--- src/sv/dsfr_pkg.sv ---
// ----------------------------------------------------------------------------
// dsfr_pkg - shared constants and types of the sound FIFO resampler
// Widths, register indexes, operation codes and the source rate table used
// by the channel interfaces and the resampler unit.
// ----------------------------------------------------------------------------
package dsfr_pkg;

  localparam int CPU_CLOCK_HZ     = 8000000;
  localparam int FIFO_DEPTH       = 4;
  localparam int MAX_OUT_PER_TICK = 64;

  localparam int WORD_W   = 16;
  localparam int SAMPLE_W = 16;
  localparam int CFG_W    = 17;
  localparam int CFG_IDX_W = 3;

  localparam int CNT_W  = $clog2(FIFO_DEPTH + 1);
  localparam int IDX_W  = $clog2(FIFO_DEPTH);
  localparam int OUTN_W = $clog2(MAX_OUT_PER_TICK + 1);

  // Source rate (16 bits) times cycles per line (11 bits).
  localparam int INC_W  = 27;
  // Holds the largest increment and the negative CPU clock after a sample.
  localparam int SACC_W = INC_W + 1;
  localparam int OACC_W = 32;
  localparam int ADD_W  = OACC_W + 1;

  localparam logic signed [ADD_W-1:0] ACC_MAX = ADD_W'(32'h7fff_ffff);

  localparam logic OP_PUSH = 1'b0;
  localparam logic OP_TICK = 1'b1;

  localparam logic [CFG_IDX_W-1:0] REG_RATE_SELECT     = 3'd0;
  localparam logic [CFG_IDX_W-1:0] REG_MONO_MODE       = 3'd1;
  localparam logic [CFG_IDX_W-1:0] REG_SIGNED_OUTPUT   = 3'd2;
  localparam logic [CFG_IDX_W-1:0] REG_HOST_CHANNELS   = 3'd3;
  localparam logic [CFG_IDX_W-1:0] REG_LEFT_VOLUME     = 3'd4;
  localparam logic [CFG_IDX_W-1:0] REG_RIGHT_VOLUME    = 3'd5;
  localparam logic [CFG_IDX_W-1:0] REG_HOST_RATE       = 3'd6;
  localparam logic [CFG_IDX_W-1:0] REG_CYCLES_PER_LINE = 3'd7;

  typedef struct packed {
    logic [SAMPLE_W-1:0] left_out;
    logic [SAMPLE_W-1:0] right_out;
    logic                last;
  } result_t;

  function automatic logic [15:0] src_rate(input logic [1:0] sel);
    logic [15:0] r;
    unique case (sel)
      2'd0: r = 16'd6258;
      2'd1: r = 16'd12517;
      2'd2: r = 16'd25033;
      2'd3: r = 16'd50066;
      default: r = 16'd6258;
    endcase
    return r;
  endfunction

endpackage

--- src/sv/dsfr_cmd_if.sv ---
// ----------------------------------------------------------------------------
// dsfr_cmd_if - command channel of the sound FIFO resampler
// Carries push and tick commands with valid/ready flow control.
// ----------------------------------------------------------------------------
interface dsfr_cmd_if;
  logic                        valid;
  logic                        ready;
  logic                        operation;
  logic [dsfr_pkg::WORD_W-1:0] sample_word;

  modport source (output valid, output operation, output sample_word, input ready);
  modport sink   (input valid, input operation, input sample_word, output ready);
endinterface

--- src/sv/dsfr_result_if.sv ---
// ----------------------------------------------------------------------------
// dsfr_result_if - result channel of the sound FIFO resampler
// Carries host-rate output pairs with valid/ready flow control.
// ----------------------------------------------------------------------------
interface dsfr_result_if;
  logic                          valid;
  logic                          ready;
  logic [dsfr_pkg::SAMPLE_W-1:0] left_out;
  logic [dsfr_pkg::SAMPLE_W-1:0] right_out;
  logic                          last;

  modport source (output valid, output left_out, output right_out, output last,
                  input ready);
  modport sink   (input valid, input left_out, input right_out, input last,
                  output ready);
endinterface

--- src/sv/dma_sound_fifo_resampler_unit.sv ---
// ----------------------------------------------------------------------------
// dma_sound_fifo_resampler_unit - DMA sound FIFO with two-stage rate conversion
// Stereo words are pushed into a small FIFO; each scanline tick advances a
// source-rate accumulator, pops words, attenuates them and emits host-rate
// output pairs through a second accumulator.
// ----------------------------------------------------------------------------
// A push transfer leaves the sequencer in idle, so the unit stays ready.
// A tick transfer runs a sequencer around one shared saturating 33-bit
// accumulator adder, which performs every source and host accumulator step.
// A tick steps through the source and host accumulators for each source
// sample and may be held up by stalls on the result side; the command
// channel is not ready until the tick has finished. Results leave through
// an output register, so the final result of a tick (marked by last) is
// delivered as the tick completes. Up to 64 results are delivered per tick.
// ----------------------------------------------------------------------------
module dma_sound_fifo_resampler_unit (
  input  logic                             clk,
  input  logic                             rst,
  dsfr_cmd_if.sink                         cmd,
  dsfr_result_if.source                    result,
  input  logic                             cfg_we,
  input  logic [dsfr_pkg::CFG_IDX_W-1:0]   cfg_index,
  input  logic [dsfr_pkg::CFG_W-1:0]       cfg_data
);

  localparam logic [2:0] S_IDLE   = 3'd0;
  localparam logic [2:0] S_SRCADD = 3'd1;
  localparam logic [2:0] S_CHECK  = 3'd2;
  localparam logic [2:0] S_POP    = 3'd3;
  localparam logic [2:0] S_OADD   = 3'd4;
  localparam logic [2:0] S_DRAIN  = 3'd5;
  localparam logic [2:0] S_SRCSUB = 3'd6;
  localparam logic [2:0] S_FLUSH  = 3'd7;

  localparam int ADD_W  = dsfr_pkg::ADD_W;
  localparam int SACC_W = dsfr_pkg::SACC_W;
  localparam int OACC_W = dsfr_pkg::OACC_W;

  localparam logic [dsfr_pkg::OUTN_W-1:0] MAX_OUT_CNT =
    dsfr_pkg::OUTN_W'(dsfr_pkg::MAX_OUT_PER_TICK);
  localparam logic [dsfr_pkg::CNT_W-1:0] DEPTH_CNT =
    dsfr_pkg::CNT_W'(dsfr_pkg::FIFO_DEPTH);

  // Configuration registers
  logic [1:0]  rate_select;
  logic        mono_mode;
  logic        signed_output;
  logic [1:0]  host_channels;
  logic [7:0]  left_volume;
  logic [7:0]  right_volume;
  logic [16:0] host_rate;
  logic [10:0] cycles_per_line;

  // Datapath state
  logic [2:0]                          state;
  logic [dsfr_pkg::WORD_W-1:0]         fifo_words [dsfr_pkg::FIFO_DEPTH];
  logic [dsfr_pkg::CNT_W-1:0]          fifo_count;
  logic [dsfr_pkg::WORD_W-1:0]         last_word;
  logic signed [SACC_W-1:0]            src_acc;
  logic signed [OACC_W-1:0]            out_acc;
  logic [dsfr_pkg::INC_W-1:0]          inc;
  logic                                phase;
  logic [dsfr_pkg::OUTN_W-1:0]         emit_cnt;
  logic                                hold_valid;
  dsfr_pkg::result_t                   hold_data;
  logic                                out_valid;
  dsfr_pkg::result_t                   out_data;

  logic [15:0]                         src;
  logic [dsfr_pkg::INC_W-1:0]          inc_prod;
  logic signed [ADD_W-1:0]             add_a;
  logic signed [ADD_W-1:0]             add_b;
  logic signed [ADD_W-1:0]             add_sum;
  logic signed [ADD_W-1:0]             add_res;
  logic                                cmd_fire;
  logic                                out_free;
  logic                                drain_go;
  logic                                can_emit;
  logic                                emit;
  logic                                flush_move;
  logic [7:0]                          vol_l;
  logic [7:0]                          vol_r;
  logic [7:0]                          pop_hi;
  logic [7:0]                          pop_lo;
  logic [dsfr_pkg::WORD_W-1:0]         pop_word;
  logic [7:0]                          cur_hi;
  logic [7:0]                          cur_lo;
  logic [7:0]                          mono_byte;
  logic signed [8:0]                   pair_sum;
  logic signed [8:0]                   pair_adj;
  logic signed [8:0]                   pair_avg;
  logic [8:0]                          pair_usum;
  logic [15:0]                         val_l;
  logic [15:0]                         val_r;
  dsfr_pkg::result_t                   new_res;

  // Signed byte times volume over 128, truncated toward zero.
  function automatic logic [7:0] scale_byte(input logic [7:0] b, input logic [6:0] v);
    logic signed [15:0] p;
    logic signed [15:0] q;
    p = 16'(signed'(b)) * 16'(signed'({1'b0, v}));
    q = (p < 0) ? p + 16'sd127 : p;
    return 8'(q >>> 7);
  endfunction

  function automatic logic [15:0] conv_byte(input logic [7:0] b, input logic sgn);
    return sgn ? {8'd0, b} : {2'd0, b, 6'd0};
  endfunction

  assign src      = dsfr_pkg::src_rate(rate_select);
  assign inc_prod = dsfr_pkg::INC_W'(src) * dsfr_pkg::INC_W'(cycles_per_line);
  assign cmd_fire = cmd.valid && cmd.ready;
  assign cmd.ready = (state == S_IDLE);
  assign out_free = !out_valid || result.ready;

  // Shared accumulator adder; every accumulator step goes through it.
  always_comb begin
    add_a = (state == S_SRCADD || state == S_SRCSUB) ?
            {{(ADD_W-SACC_W){src_acc[SACC_W-1]}}, src_acc} :
            {{(ADD_W-OACC_W){out_acc[OACC_W-1]}}, out_acc};
    case (state)
      S_SRCADD: add_b = ADD_W'(inc);
      S_OADD:   add_b = ADD_W'(host_rate);
      S_DRAIN:  add_b = ADD_W'(0) - ADD_W'(src);
      default:  add_b = ADD_W'(0) - ADD_W'(dsfr_pkg::CPU_CLOCK_HZ);
    endcase
    add_sum = add_a + add_b;
    add_res = (add_sum > dsfr_pkg::ACC_MAX) ? dsfr_pkg::ACC_MAX : add_sum;
  end

  // Attenuation and sign handling of the word at the FIFO head.
  always_comb begin
    vol_l = mono_mode ? 8'((left_volume >> 1) + (right_volume >> 1)) : left_volume;
    vol_r = mono_mode ? vol_l : right_volume;
    pop_hi = fifo_words[0][15:8];
    pop_lo = fifo_words[0][7:0];
    if (vol_l < 8'd128) begin
      pop_hi = scale_byte(fifo_words[0][15:8], vol_l[6:0]);
    end
    if (vol_r < 8'd128) begin
      pop_lo = scale_byte(fifo_words[0][7:0], vol_r[6:0]);
    end
    pop_word = {pop_hi, pop_lo};
    if (!signed_output) begin
      pop_word = pop_word ^ 16'h8080;
    end
  end

  // Output pair for the current source sample.
  always_comb begin
    cur_hi    = last_word[15:8];
    cur_lo    = last_word[7:0];
    mono_byte = phase ? cur_lo : cur_hi;
    pair_sum  = 9'(signed'(cur_hi)) + 9'(signed'(cur_lo));
    pair_adj  = (pair_sum < 0) ? pair_sum + 9'sd1 : pair_sum;
    pair_avg  = pair_adj >>> 1;
    pair_usum = 9'(cur_hi) + 9'(cur_lo);
    if (mono_mode) begin
      val_l = conv_byte(mono_byte, signed_output);
      val_r = val_l;
    end else if (host_channels == 2'd1) begin
      val_l = signed_output ? {8'd0, pair_avg[7:0]} : {2'd0, pair_usum, 5'd0};
      val_r = 16'd0;
    end else begin
      val_l = conv_byte(cur_hi, signed_output);
      val_r = conv_byte(cur_lo, signed_output);
    end
    new_res.left_out  = val_l;
    new_res.right_out = (host_channels == 2'd1) ? 16'd0 : val_r;
    new_res.last      = 1'b0;
  end

  assign drain_go   = !out_acc[OACC_W-1] && (emit_cnt < MAX_OUT_CNT);
  assign can_emit   = !hold_valid || out_free;
  assign emit       = (state == S_DRAIN) && drain_go && can_emit;
  assign flush_move = (state == S_FLUSH) && hold_valid && out_free;

  // Configuration port
  always_ff @(posedge clk) begin
    if (rst) begin
      rate_select     <= 2'd0;
      mono_mode       <= 1'b1;
      signed_output   <= 1'b1;
      host_channels   <= 2'd2;
      left_volume     <= 8'd128;
      right_volume    <= 8'd128;
      host_rate       <= 17'd44100;
      cycles_per_line <= 11'd512;
    end else if (cfg_we) begin
      unique case (cfg_index)
        dsfr_pkg::REG_RATE_SELECT:     rate_select     <= cfg_data[1:0];
        dsfr_pkg::REG_MONO_MODE:       mono_mode       <= cfg_data[0];
        dsfr_pkg::REG_SIGNED_OUTPUT:   signed_output   <= cfg_data[0];
        dsfr_pkg::REG_HOST_CHANNELS:   host_channels   <= cfg_data[1:0];
        dsfr_pkg::REG_LEFT_VOLUME:     left_volume     <= cfg_data[7:0];
        dsfr_pkg::REG_RIGHT_VOLUME:    right_volume    <= cfg_data[7:0];
        dsfr_pkg::REG_HOST_RATE:       host_rate       <= cfg_data[16:0];
        dsfr_pkg::REG_CYCLES_PER_LINE: cycles_per_line <= cfg_data[10:0];
        default: ;
      endcase
    end
  end

  // Sequencer and control state
  always_ff @(posedge clk) begin
    if (rst) begin
      state      <= S_IDLE;
      fifo_count <= '0;
      last_word  <= '0;
      src_acc    <= '0;
      out_acc    <= '0;
      phase      <= 1'b0;
      emit_cnt   <= '0;
      hold_valid <= 1'b0;
      out_valid  <= 1'b0;
    end else begin
      if (emit && hold_valid || flush_move) begin
        out_valid <= 1'b1;
      end else if (result.ready) begin
        out_valid <= 1'b0;
      end
      unique case (state)
        S_IDLE: begin
          if (cmd_fire) begin
            if (cmd.operation == dsfr_pkg::OP_TICK) begin
              emit_cnt <= '0;
              state    <= S_SRCADD;
            end else if (fifo_count < DEPTH_CNT) begin
              fifo_count <= fifo_count + 1'b1;
            end
          end
        end
        S_SRCADD: begin
          src_acc <= add_res[SACC_W-1:0];
          state   <= S_CHECK;
        end
        S_CHECK: begin
          state <= src_acc[SACC_W-1] ? S_FLUSH : S_POP;
        end
        S_POP: begin
          if (fifo_count != '0) begin
            fifo_count <= fifo_count - 1'b1;
            last_word  <= pop_word;
          end
          phase <= 1'b0;
          state <= S_OADD;
        end
        S_OADD: begin
          out_acc <= add_res[OACC_W-1:0];
          state   <= S_DRAIN;
        end
        S_DRAIN: begin
          if (drain_go) begin
            if (can_emit) begin
              out_acc    <= add_res[OACC_W-1:0];
              emit_cnt   <= emit_cnt + 1'b1;
              hold_valid <= 1'b1;
            end
          end else if (mono_mode && !phase) begin
            phase <= 1'b1;
            state <= S_OADD;
          end else begin
            state <= S_SRCSUB;
          end
        end
        S_SRCSUB: begin
          src_acc <= add_res[SACC_W-1:0];
          state   <= S_CHECK;
        end
        S_FLUSH: begin
          if (!hold_valid) begin
            state <= S_IDLE;
          end else if (out_free) begin
            hold_valid <= 1'b0;
            state      <= S_IDLE;
          end
        end
        default: state <= S_IDLE;
      endcase
    end
  end

  // Payload registers: FIFO storage, increment, held and outgoing results.
  always_ff @(posedge clk) begin
    if (cmd_fire && cmd.operation == dsfr_pkg::OP_PUSH && fifo_count < DEPTH_CNT) begin
      fifo_words[fifo_count[dsfr_pkg::IDX_W-1:0]] <= cmd.sample_word;
    end else if (state == S_POP && fifo_count != '0) begin
      for (int i = 0; i < dsfr_pkg::FIFO_DEPTH - 1; i++) begin
        fifo_words[i] <= fifo_words[i+1];
      end
    end
    if (cmd_fire) begin
      inc <= mono_mode ? (inc_prod >> 1) : inc_prod;
    end
    if (emit) begin
      hold_data <= new_res;
      if (hold_valid) begin
        out_data <= hold_data;
      end
    end
    if (flush_move) begin
      out_data <= {hold_data.left_out, hold_data.right_out, 1'b1};
    end
  end

  assign result.valid     = out_valid;
  assign result.left_out  = out_data.left_out;
  assign result.right_out = out_data.right_out;
  assign result.last      = out_data.last;

`ifndef SYNTHESIS
  // The FIFO never claims more words than it can hold.
  a_fifo_bound: assert property (@(posedge clk) disable iff (rst)
    fifo_count <= DEPTH_CNT)
    else $error("FIFO count exceeds depth");

  // A new command is only taken once the held result has been handed on.
  a_hold_empty_idle: assert property (@(posedge clk) disable iff (rst)
    cmd.ready |-> !hold_valid)
    else $error("held result still pending while ready for a command");

  // The per-tick result limit is respected.
  a_emit_limit: assert property (@(posedge clk) disable iff (rst)
    emit_cnt <= MAX_OUT_CNT)
    else $error("too many results in one tick");

  // An empty flush ends the tick at once.
  a_flush_exit: assert property (@(posedge clk) disable iff (rst)
    (state == S_FLUSH && !hold_valid) |=> state == S_IDLE)
    else $error("flush did not return to idle");

  // The last flag is only raised on the transfer that closes a tick.
  a_last_from_flush: assert property (@(posedge clk) disable iff (rst)
    $rose(out_valid && out_data.last) |-> $past(state) == S_FLUSH)
    else $error("last result not produced by the flush step");
`endif

endmodule
--- src/flat_wrapper.sv ---
// flat-port wrapper written by rule: the top's interface ports become plain ports
module dma_sound_fifo_resampler_unit_flat 
  (clk, rst, cfg_we, cfg_index, cfg_data, cmd_valid, cmd_operation, cmd_sample_word, cmd_ready, result_valid, result_left_out, result_right_out, result_last, result_ready);
  dsfr_cmd_if cmd_i ();
  dsfr_result_if result_i ();
  input  logic clk;
  input  logic rst;
  input  logic cfg_we;
  input  logic [dsfr_pkg::CFG_IDX_W-1:0] cfg_index;
  input  logic [dsfr_pkg::CFG_W-1:0] cfg_data;
  input wire logic [$bits(cmd_i.valid)-1:0] cmd_valid;
  input wire logic [$bits(cmd_i.operation)-1:0] cmd_operation;
  input wire logic [$bits(cmd_i.sample_word)-1:0] cmd_sample_word;
  output wire logic [$bits(cmd_i.ready)-1:0] cmd_ready;
  output wire logic [$bits(result_i.valid)-1:0] result_valid;
  output wire logic [$bits(result_i.left_out)-1:0] result_left_out;
  output wire logic [$bits(result_i.right_out)-1:0] result_right_out;
  output wire logic [$bits(result_i.last)-1:0] result_last;
  input wire logic [$bits(result_i.ready)-1:0] result_ready;
  assign cmd_i.valid = cmd_valid;
  assign cmd_i.operation = cmd_operation;
  assign cmd_i.sample_word = cmd_sample_word;
  assign cmd_ready = cmd_i.ready;
  assign result_valid = result_i.valid;
  assign result_left_out = result_i.left_out;
  assign result_right_out = result_i.right_out;
  assign result_last = result_i.last;
  assign result_i.ready = result_ready;
  dma_sound_fifo_resampler_unit u_core (.clk(clk), .rst(rst), .cmd(cmd_i), .result(result_i), .cfg_we(cfg_we), .cfg_index(cfg_index), .cfg_data(cfg_data));
endmodule
--- config.mk ---
export PLATFORM = sky130hd
export DESIGN_NAME = dma_sound_fifo_resampler_unit_flat
export DESIGN_NICKNAME = d
export VERILOG_FILES = /design/src/sv/dsfr_pkg.sv /design/src/sv/dsfr_cmd_if.sv /design/src/sv/dsfr_result_if.sv /design/src/sv/dma_sound_fifo_resampler_unit.sv /design/src/flat_wrapper.sv
export SDC_FILE = /design/constraint.sdc
export NUM_CORES = 1
export LEC_CHECK = 0
export ABC_AREA = 0
export ABC_CLOCK_PERIOD_IN_PS = 6920
export BUFFER_PORTS_ARGS = -buffer_cell sky130_fd_sc_hd__buf_2
export CAP_MARGIN = 20
export CORE_ASPECT_RATIO = 0.7
export CORE_UTILIZATION = 47
export CTS_BUF_LIST = sky130_fd_sc_hd__clkbuf_4 sky130_fd_sc_hd__clkbuf_8
export CTS_CLUSTER_SIZE = 8
export DETAILED_ROUTE_END_ITERATION = 10
export PLACE_DENSITY = 0.65
export SYNTH_ARGS = -nofsm -noshare
export SYNTH_HDL_FRONTEND = slang
export SYNTH_SLANG_ARGS = --single-unit
export TNS_END_PERCENT = 20
--- constraint.sdc ---
create_clock -name clk -period 6.92 [get_ports clk]
set_input_delay 1.384 -clock clk [delete_from_list [all_inputs] [get_ports clk]]
set_output_delay 1.384 -clock clk [all_outputs]
set_load 0.01 [all_outputs]
**Word-level counts from Yosys, hierarchy flattened**

Memories as Yosys holds them, arrays and structs flattened.
Index checks and enable logic that the tools add are counted.

- Bits in registers: 234
- Memory bits (writable): 64
- Output and inout bits: 35
- Logic and storage cells: 190
- Memories kept: 1

- Add/sub/neg operators: 11
- $mul: 3
- Order comparisons: 8
- Equality and inequality tests: 28
- Mux-type cells: 63
- Bitwise logic cells: 2
- Reductions and logical operators: 50

Memories:

| name | words | bits a word | rd ports | clocked after memory_dff | wr ports | RTL line | RTL |
|---|---|---|---|---|---|---|---|
| u_core.fifo_words | 4 | 16 | 4 | 0 | 3 | dma_sound_fifo_resampler_unit.sv:56 | `logic [dsfr_pkg::WORD_W-1:0] fifo_words [dsfr_pkg::FIFO_DEPTH];` |

Operator list:

| operator | number |
|---|---|
| two-way mux 33 bit | 4 |
| one-hot mux 33 bit (3 select lines) | 1 |
| two-way mux 32 bit | 3 |
| two-way mux 16 bit | 5 |
| one-hot mux 16 bit (4 select lines) | 1 |
| one-hot mux 32 bit (2 select lines) | 1 |
| two-way mux 14 bit | 4 |
| two-way mux 8 bit | 5 |
| adder 33 bit | 1 |
| greater-than comparator 33 x 32 -> 1 bit (second input constant) | 1 |
| < comparator 16 x 1 -> 1 bit (second input constant) | 2 |
| multiplier 8 x 8 -> 16 bit | 2 |
| adder 15 x 8 -> 15 bit (second input constant) | 2 |
| two-way mux 15 bit | 2 |
| two-way mux 3 bit | 10 |
| two-way mux 7 bit | 4 |
| multiplier 16 x 11 -> 27 bit | 1 |
| two-way mux 26 bit | 1 |
| equality test 3 bit (second input constant) | 8 |
| AND reduction 2 bit | 11 |
| one-hot mux 3 bit (7 select lines) | 1 |
| adder 8 x 8 -> 9 bit | 2 |
| subtractor 1 x 16 -> 17 bit (first input constant) | 1 |
| < comparator 8 bit (second input constant) | 2 |
| 35 further kinds | 90 |

**Longest topological paths before layout**

Gate-level depths: netlist (run 1).

- Word-level depth: 10
- Mapped depth: 28
- Depth with buffers taken out: 28

**Worst setup path before layout (run 1)**

No wires, ideal clock.

- Kind: reg-to-reg
- Start: reg u_core.right_volume[1]
- End: reg u_core.last_word[15] (netlist bit)
- Library setup time: 0.120 ns
- Arrival: 6.557 ns
- Slack: 0.244 ns
- Cell stages (with the launch flop): 27
- Path buffers: 0
- Cells stage by stage: dfxtp_1 > ha_1 > fa_1 > a21oi_1 > o21bai_1 > a21o_1 > a21oi_1 > xnor2_1 > nand2_1 > a21boi_0 > nor2b_1 > ha_1 > fa_1 > inv_1 > fa_1 > fa_1 > inv_1 > ha_1 > a21oi_1 > o21ai_0 > a21o_1 > nand4bb_4 > a2111oi_4 > nand4_2 > or3_1 > and4_1 > a211o_1

- Word-level cells in the longest chain between the ends: 8

Ends and longest elaborated chain:

| element | RTL line | RTL |
|---|---|---|
| start, declared | dma_sound_fifo_resampler_unit.sv:50 | `logic [7:0] right_volume;` |
| start signal, assigned | dma_sound_fifo_resampler_unit.sv:196 | `dsfr_pkg::REG_RIGHT_VOLUME: right_volume <= cfg_data[7:0];` |
| adder 7 x 7 -> 8 bit (*) | dma_sound_fifo_resampler_unit.sv:133 | `vol_l = mono_mode ? 8'((left_volume >> 1) + (right_volume >> 1)) : left_volume;` |
| two-way mux 8 bit (*) | dma_sound_fifo_resampler_unit.sv:133 |  |
| multiplier 8 x 8 -> 16 bit | dma_sound_fifo_resampler_unit.sv:101 | `p = 16'(signed'(b)) * 16'(signed'({1'b0, v}));` |
| adder 15 x 8 -> 15 bit or < comparator 16 x 1 -> 1 bit (tied branches) | dma_sound_fifo_resampler_unit.sv:102 | `q = (p < 0) ? p + 16'sd127 : p;` |
| two-way mux 15 bit | dma_sound_fifo_resampler_unit.sv:102 |  |
| two-way mux 8 bit (*) | dma_sound_fifo_resampler_unit.sv:137 | `if (vol_l < 8'd128) begin` |
| NOT 2 bit (no source line) | - |  |
| two-way mux 16 bit (*) | dma_sound_fifo_resampler_unit.sv:144 | `if (!signed_output) begin` |
| end signal, assigned | dma_sound_fifo_resampler_unit.sv:243 | `last_word <= pop_word;` |
| end, declared | dma_sound_fifo_resampler_unit.sv:58 | `logic [dsfr_pkg::WORD_W-1:0] last_word;` |

Every way passes the cells marked *; elsewhere a longest branch is shown, timed or not.
A chain may end at the register's enable or synchronous reset.

**Worst setup path after layout (run 1)**

- Start: reg u_core.left_volume[1]
- End: reg u_core.last_word[15] (netlist bit)

- Word-level cells in the longest chain between the ends: 8

Ends and longest elaborated chain:

| element | RTL line | RTL |
|---|---|---|
| start, declared | dma_sound_fifo_resampler_unit.sv:49 | `logic [7:0] left_volume;` |
| start signal, assigned | dma_sound_fifo_resampler_unit.sv:195 | `dsfr_pkg::REG_LEFT_VOLUME: left_volume <= cfg_data[7:0];` |
| adder 7 x 7 -> 8 bit | dma_sound_fifo_resampler_unit.sv:133 |  |
| two-way mux 8 bit (*) | dma_sound_fifo_resampler_unit.sv:133 |  |
| multiplier 8 x 8 -> 16 bit | dma_sound_fifo_resampler_unit.sv:101 |  |
| adder 15 x 8 -> 15 bit or < comparator 16 x 1 -> 1 bit (tied branches) | dma_sound_fifo_resampler_unit.sv:102 |  |
| two-way mux 15 bit | dma_sound_fifo_resampler_unit.sv:102 |  |
| two-way mux 8 bit (*) | dma_sound_fifo_resampler_unit.sv:137 |  |
| NOT 2 bit (no source line) | - |  |
| two-way mux 16 bit (*) | dma_sound_fifo_resampler_unit.sv:144 |  |

Marked as above.

==> results.yml, run 1 <==
outcome:
  status: "completed"
clock_network:
  cts_tree: "built"
  cts.root.buffer_cell: "clkbuf_8"
  cts_buffers: 48
  insertion_delay_ns: 0.64
  clk_path_buf_depth: 3
  clkTransAtPathRegs_ns: 0.07
  cts.sinks: 290
  ctsHoldBuffers: 0
  cts_max_level: 2
placed_design:
  placed_area_um2: 26500
  dp_hpwl_um: 48800
  placed_cells: 3540
  portBuffers: 72
  gp_congestion: 0.927
route:
  ant_nets: 0
  drcViolationCount: 0
  routedWlPerCell_um: 17.5
  vias: 19700
  drt-total-wl_um: 63600
  firstDrtPassIters: 5
  viasPerCell: 5.42
  first_iter_violations: 1534
critical_path:
  cp_max_fo: 4
  worstSetupPathType: "flip-flop to flip-flop"
  cp.buffers_inverters: 4
  reg2reg_slack_ns: 0.31
  end_kind: "flip-flop"
  crit_end: "u_core.last_word[15]"
  arrival_ns: 7.12
  cp_common_cell: "fa_1"
  crit_path_top_delay_cell: "fa_1"
  rr_endpoint: "u_core.last_word[15]"
  reg2reg_from: "u_core.left_volume[1]"
  crit_start: "u_core.left_volume[1]"
  max_stage_delay_ns: 0.59
  cp.depth: 26
  crit_family: "adder cells"
  r2r_cells: 26
  critPathLaunchType: "flip-flop"
  worstPathRequired_ns: 7.43
sta:
  clock.fmax_mhz: 151
  worst_slew_pin_slew_ns: 1.12
  fin_crit_ns: 6.61
  finalClockSkew_ns: 0.0617
  hold_violations: 0
  setup_violations: 0
  slew_headroom_pct: 25.0
  fin_tns_setup_ns: 0
  rsz0062_at_grt: "true"
  fin_crit_sh_pct: 95.6
  drv_slew: 0
floorplan:
  core.rowCount: 70
  dieArea_um2: 54900
  start_util_pct: 48.1
  chipHeight_um: 196
  core_area_um2: 52700
  ios: 77
  die_w_um: 280
finish:
  drive_above_1_share_pct: 10.8
  fin_cells: 3636
  syn_to_final_growth_pct: 9.70
  final_cell_area_um2: 27800
  finalNetCount: 3324
  fill_cells: 4793
pwr:
  seq_power_share_pct: 40.4
  leakage_uw: 0.0127
  power_density_nw_per_um2: 175
  comb_power_share_pct: 26.4
  internal_power_uw: 3300
  switching_power_uw: 1580
  peakVddDrop_uv: 122
  swShare_pct: 32.4
  clkPwrFrac_pct: 33.2
logic_synthesis:
  synthCells: 2828
  yosys-top-cells-area: "edfxtp_1, fa_1, dfxtp_1"
  ys.flop_type: "edfxtp_1"
  synth_edf_count: 147
  synth-async-reset-ratio_pct: 0
  synth.largest_area_cell: "edfxtp_1"
  syn-cell-area_um2: 25400
  synthDistinctLibCells: 78
  yosysWarnings: 0
  seq_area_frac_synth_pct: 28.7
  ys_ff_latch: 290
  post-synth-top-area-fraction_pct: 17.4
  synth_area_per_cell_um2: 8.97
global_routing:
  antenna_found_initial: 6
  grt_first_pass_wirelength_um: 102000
  track_usage_pct: 23.3
  grt_pass1_vias: 19300
  overflow: 0
  grt_max_degree: 82
hold_path:
  hold_class: "flip-flop to flip-flop"
job:
  maxCapViolCount: 0
cells in the final DEF (no fill, tap or decap), drive strengths merged, types with 9 or more instances in the layout:
| cell | Yosys | routed |
|---|---|---|
| a211o | 10 | 10 |
| a211oi | 77 | 77 |
| a21o | 40 | 40 |
| a21oi | 151 | 151 |
| a311oi | 12 | 12 |
| a31oi | 16 | 16 |
| and2 | 117 | 117 |
| and3 | 19 | 19 |
| buf | 17 | 117 |
| clkbuf | 103 | 74 |
| dfxtp | 143 | 143 |
| edfxtp | 147 | 147 |
| fa | 210 | 210 |
| ha | 194 | 194 |
| inv | 354 | 355 |
| mux2 | 43 | 43 |
| mux2i | 29 | 29 |
| nand2 | 381 | 381 |
| nand2b | 50 | 50 |
| nand3 | 35 | 35 |
| nand4 | 12 | 12 |
| nor2 | 210 | 210 |
| nor2b | 65 | 65 |
| nor3 | 16 | 16 |
| o211ai | 12 | 12 |
| o21a | 20 | 20 |
| o21ai | 104 | 104 |
| o21bai | 9 | 9 |
| or2 | 14 | 14 |
| or3 | 11 | 11 |
| xnor2 | 64 | 64 |
| xor2 | 38 | 38 |
state kept, by name (all words and copies together), names as in the netlist, 14 cells and up:
name,cells
u_core.fifo_words,64
u_core.out_acc,32
u_core.hold_data,28
u_core.src_acc,28
u_core.inc,27
u_core.host_rate,17
u_core.last_word,16
u_core.result.left_out,14
u_core.result.right_out,14
worst min-delay path by stage:
stage	to	startpoint	cells past startpoint	slack, ns
3_5_place_dp	u_core.host_rate[8]	u_core.host_rate[8]	2	0.45
3_3_place_gp	u_core.host_rate[8]	u_core.host_rate[8]	2	0.44
6_report	u_core.host_rate[0]	u_core.host_rate[0]	2	0.46
5_1_grt	u_core.left_volume[0]	u_core.left_volume[0]	2	0.48
2_1_floorplan	u_core.host_rate[14]	u_core.host_rate[14]	2	0.43
4_1_cts	u_core.host_rate[8]	u_core.host_rate[8]	2	0.46
power groups by stage:
stage	logic [µW]	registers, µW	clock network (µW)
2_1_floorplan	960	1970	0
3_3_place_gp	1210	2000	0
3_5_place_dp	1240	2000	0
4_1_cts	1250	1970	1660
5_1_grt	1440	1980	1730
6_report	1290	1970	1620
routing by layer:
layer | vias to the layer above | part of all wire (%) | global-route usage [%]
li1 | 9544 | - | -
met1 | 9558 | 51 | 36.0
met2 | 538 | 41 | 34.6
met3 | 68 | 6.3 | 3.20
met4 | 2 | 1.5 | 4.51
met5 | - | 0.017 | 0
metrics by stage:
stage	setup slack, ns	hold slack, ns	util, %	total power, µW
finish	0.306	0.459	52.8	4880
global route	-0.0193	0.483	52.8	5150
CTS	0.0400	0.458	52.2	4880
detailed placement	0.0281	0.449	50.3	3250
global placement	0.160	0.444	50.3	3210
floorplan	0.244	0.433	-	2930
synthesized netlist by cell type, types with 20 or more instances:
library cell / n
edfxtp_1: 147
ha_1: 194
dfxtp_1: 143
a21oi_1: 151
fa_1: 210
nor2b_1: 65
xor2_1: 38
nand2b_1: 50
a21o_1: 40
mux2_2: 43
mux2i_1: 28
inv_1: 353
nand3_1: 35
nor2_1: 210
and2_1: 117
clkbuf_1: 103
o21a_1: 20
nand2_1: 381
a211oi_1: 77
xnor2_1: 64
o21ai_0: 91
kinds of logic (layout without fill, tap and decap cells):
| group | Yosys count | in the layout | synth area share, % |
|---|---|---|---|
| other cells | 1 | 6 | 0.0148 |
| simple gates | 958 | 958 | 17.8 |
| xor+xnor | 102 | 102 | 3.52 |
| buf+inv | 474 | 557 | 7.13 |
| compound gates | 527 | 527 | 13.6 |
| mux | 72 | 72 | 3.10 |
| flops | 290 | 290 | 28.7 |
| fa+ha+maj | 404 | 404 | 26.1 |
worst register-to-register path: cells and delay by family (launching register included):
family | cells | cell delay [ns]
compound gates | 8 | 1.47
xor+xnor | 1 | 0.16
fa+ha+maj | 7 | 3.04
buf+inv | 4 | 0.27
flops | 1 | 0.33
simple gates | 6 | 1.22
cell type report:
class | instances | area (µm²) | area share [%]
repair buffers | 117 | 757 | 2.72
diodes | 2 | 5.00 | 0.0180
multi-input cells | 2067 | 16500 | 59.4
flip-flops and latches | 290 | 7280 | 26.2
clock inverters | 12 | 125 | 0.450
clock buffers | 74 | 893 | 3.21
inverters | 354 | 1330 | 4.78
well taps | 720 | 901 | 3.24
timing repair:
item / in CTS / in global routing
resized for setup: 1 / 45
setup buffers: 0 / 4
pin swaps: 1 / 9
endpoints found under the setup margin: 2 / 15
Power figures use the tool's default switching activity.
==> inputs of run 2 (changes only) <==
--- a/config.mk
+++ b/config.mk
@@ -6,15 +6,15 @@
 export NUM_CORES = 1
 export LEC_CHECK = 0
 export ABC_AREA = 0
-export ABC_CLOCK_PERIOD_IN_PS = 6920
+export ABC_CLOCK_PERIOD_IN_PS = 6500
 export BUFFER_PORTS_ARGS = -buffer_cell sky130_fd_sc_hd__buf_2
 export CAP_MARGIN = 20
 export CORE_ASPECT_RATIO = 0.7
 export CORE_UTILIZATION = 47
 export CTS_BUF_LIST = sky130_fd_sc_hd__clkbuf_4 sky130_fd_sc_hd__clkbuf_8
+export CTS_CLUSTER_DIAMETER = 80
 export CTS_CLUSTER_SIZE = 8
 export DETAILED_ROUTE_END_ITERATION = 10
-export PLACE_DENSITY = 0.65
 export SYNTH_ARGS = -nofsm -noshare
 export SYNTH_HDL_FRONTEND = slang
 export SYNTH_SLANG_ARGS = --single-unit
==> constraint.sdc (replaced) <==
create_clock -name clk -period 6.5 [get_ports clk]
set_input_delay 1.3 -clock clk [delete_from_list [all_inputs] [get_ports clk]]
set_output_delay 1.3 -clock clk [all_outputs]
set_load 0.01 [all_outputs]
==> results.yml, run 2 (same netlist as run 1, synthesis figures left out) <==
outcome:
  status: "completed"
global_routing:
  grt_pass1_vias: 19900
  antenna_found_initial: 0
  track_usage_pct: 24.6
  grt_max_degree: 99
  overflow: 0
  grt_first_pass_wirelength_um: 107000
floorplan:
  core_area_um2: 52700
  core.rowCount: 70
  dieArea_um2: 54900
  ios: 77
  die_w_um: 280
  start_util_pct: 48.1
  chipHeight_um: 196
critical_path:
  max_stage_delay_ns: 0.50
  critPathLaunchType: "flip-flop"
  arrival_ns: 6.90
  cp_max_fo: 8
  worstPathRequired_ns: 7.04
  end_kind: "flip-flop"
  crit_path_top_delay_cell: "fa_1"
  worstSetupPathType: "flip-flop to flip-flop"
sta:
  slew_headroom_pct: 26.3
  drv_slew: 0
  fin_tns_setup_ns: 0
  hold_violations: 0
  fin_crit_ns: 6.36
  rsz0062_at_grt: "true"
  worst_slew_pin_slew_ns: 1.11
  fin_crit_sh_pct: 97.8
  finalClockSkew_ns: 0.0659
  clock.fmax_mhz: 157
  setup_violations: 0
placed_design:
  gp_congestion: 0.921
  placed_cells: 3632
  placed_area_um2: 27200
  dp_hpwl_um: 51300
  portBuffers: 72
clock_network:
  clkTransAtPathRegs_ns: 0.07
  cts_max_level: 2
  clk_path_buf_depth: 3
  cts.sinks: 290
  cts_buffers: 42
  cts.root.buffer_cell: "clkbuf_8"
  insertion_delay_ns: 0.66
  cts_tree: "built"
finish:
  largest_reg_flops: 64
  fill_cells: 4856
  seq_area_um2: 7280
  drive_above_1_share_pct: 16.2
  final_cell_mix: "nand2_1, inv_1, nor2_1"
  finalNetCount: 3418
  top_register: "u_core.fifo_words"
  final_cell_area_um2: 28900
  syn_to_final_growth_pct: 14.0
  multiInputGateArea_um2: 17000
  final_common_cell: "nand2_1"
  fin_cells: 3720
  largestRegisters: "u_core.fifo_words x64, u_core.out_acc x32"
route:
  routedWlPerCell_um: 18.0
  vias: 20000
  first_iter_violations: 1458
  drcViolationCount: 0
  ant_nets: 0
  drt-total-wl_um: 67000
  viasPerCell: 5.39
  firstDrtPassIters: 6
pwr:
  swShare_pct: 33.5
  seq_power_share_pct: 40.3
  comb_power_share_pct: 29.7
  peakVddDrop_uv: 161
  internal_power_uw: 3460
  switching_power_uw: 1740
  leakage_uw: 0.0132
  clkPwrFrac_pct: 30.0
  power_density_nw_per_um2: 180
job:
  maxCapViolCount: 0
hold_path:
  hold_class: "flip-flop to flip-flop"
## run 2: changes by cell type in the layout (fill, tap and decap cells not counted), sizes merged
| cell | previous run | this run |
|---|---|---|
| clkinvlp | 1 | 0 |
| inv | 355 | 357 |
| clkinv | 8 | 0 |
| buf | 117 | 217 |
| clkbuf | 74 | 67 |
| diode | 2 | 1 |
| bufinv | 2 | 1 |
## run 2: layout make-up
class                           instances  area share, %
Antenna cell                            1        0.00865
Clock buffer                           67           2.67
Clock inverter                          4          0.238
Inverter                              354           4.59
Multi-Input combinational cell       2067           58.8
Sequential cell                       290           25.2
Tap cell                              720           3.11
Timing Repair Buffer                  217           5.43
## run 2: path summary, 6_finish.rpt
kind         slack (ns)                    to  cells after the start             startpoint
max reg2reg        0.14  u_core.last_word[15]                     28  u_core.left_volume[1]
max                0.14  u_core.last_word[15]                     28  u_core.left_volume[1]
min reg2reg        0.46   u_core.host_rate[1]                      2    u_core.host_rate[1]
min                0.46   u_core.host_rate[1]                      2    u_core.host_rate[1]
## run 2: repair_timing
| action | CTS | global route |
|---|---|---|
| pin swaps | 12 | 98 |
| hold endpoints to repair | 0 | 0 |
| hold buffers | 0 | 0 |
| resized for setup | 19 | 143 |
| setup buffers | 2 | 11 |
| endpoints found under the setup margin | 11 | 21 |
## run 2: power by group through the flow
| stage | combinational, µW | sequential (µW) | clock (µW) |
|---|---|---|---|
| after detailed placement | 1430 | 2130 | 0 |
| after global routing | 1720 | 2110 | 1660 |
| after global placement | 1390 | 2130 | 0 |
| final | 1540 | 2100 | 1560 |
| after floorplan | 1020 | 2090 | 0 |
| after CTS | 1450 | 2090 | 1600 |
## run 2: routing by layer
metal / global-route usage, % / vias to the layer above / wire, µm
li1: - / 9740 / -
met1: 37.9 / 9740 / 34400
met2: 35.7 / 489 / 27600
met3: 3.97 / 74 / 3850
met4: 5.67 / 0 / 1220
met5: 0 / - / 0
## run 2: critical path, delay by kind of cell, from the launching register on
kind,cells,cell delay [ns]
XOR/XNOR,1,0.08
AO/OA/AOI/OAI,8,1.56
adder cells (fa/ha/maj),7,2.58
flip-flops,1,0.34
buffers and inverters,4,0.20
AND/OR/NAND/NOR,8,1.45
## run 2: per-stage QoR
| step | setup WS, ns | utilization (%) | power (µW) | hold slack, ns |
|---|---|---|---|---|
| 2_1_floorplan | -0.00462 | - | 3120 | 0.433 |
| 3_3_place_gp | -0.236 | 51.6 | 3520 | 0.447 |
| 3_5_place_dp | -0.249 | 51.6 | 3560 | 0.451 |
| 4_1_cts | -0.00799 | 53.4 | 5140 | 0.460 |
| 5_1_grt | -0.118 | 54.8 | 5490 | 0.486 |
| 6_report | 0.145 | 54.9 | 5200 | 0.456 |
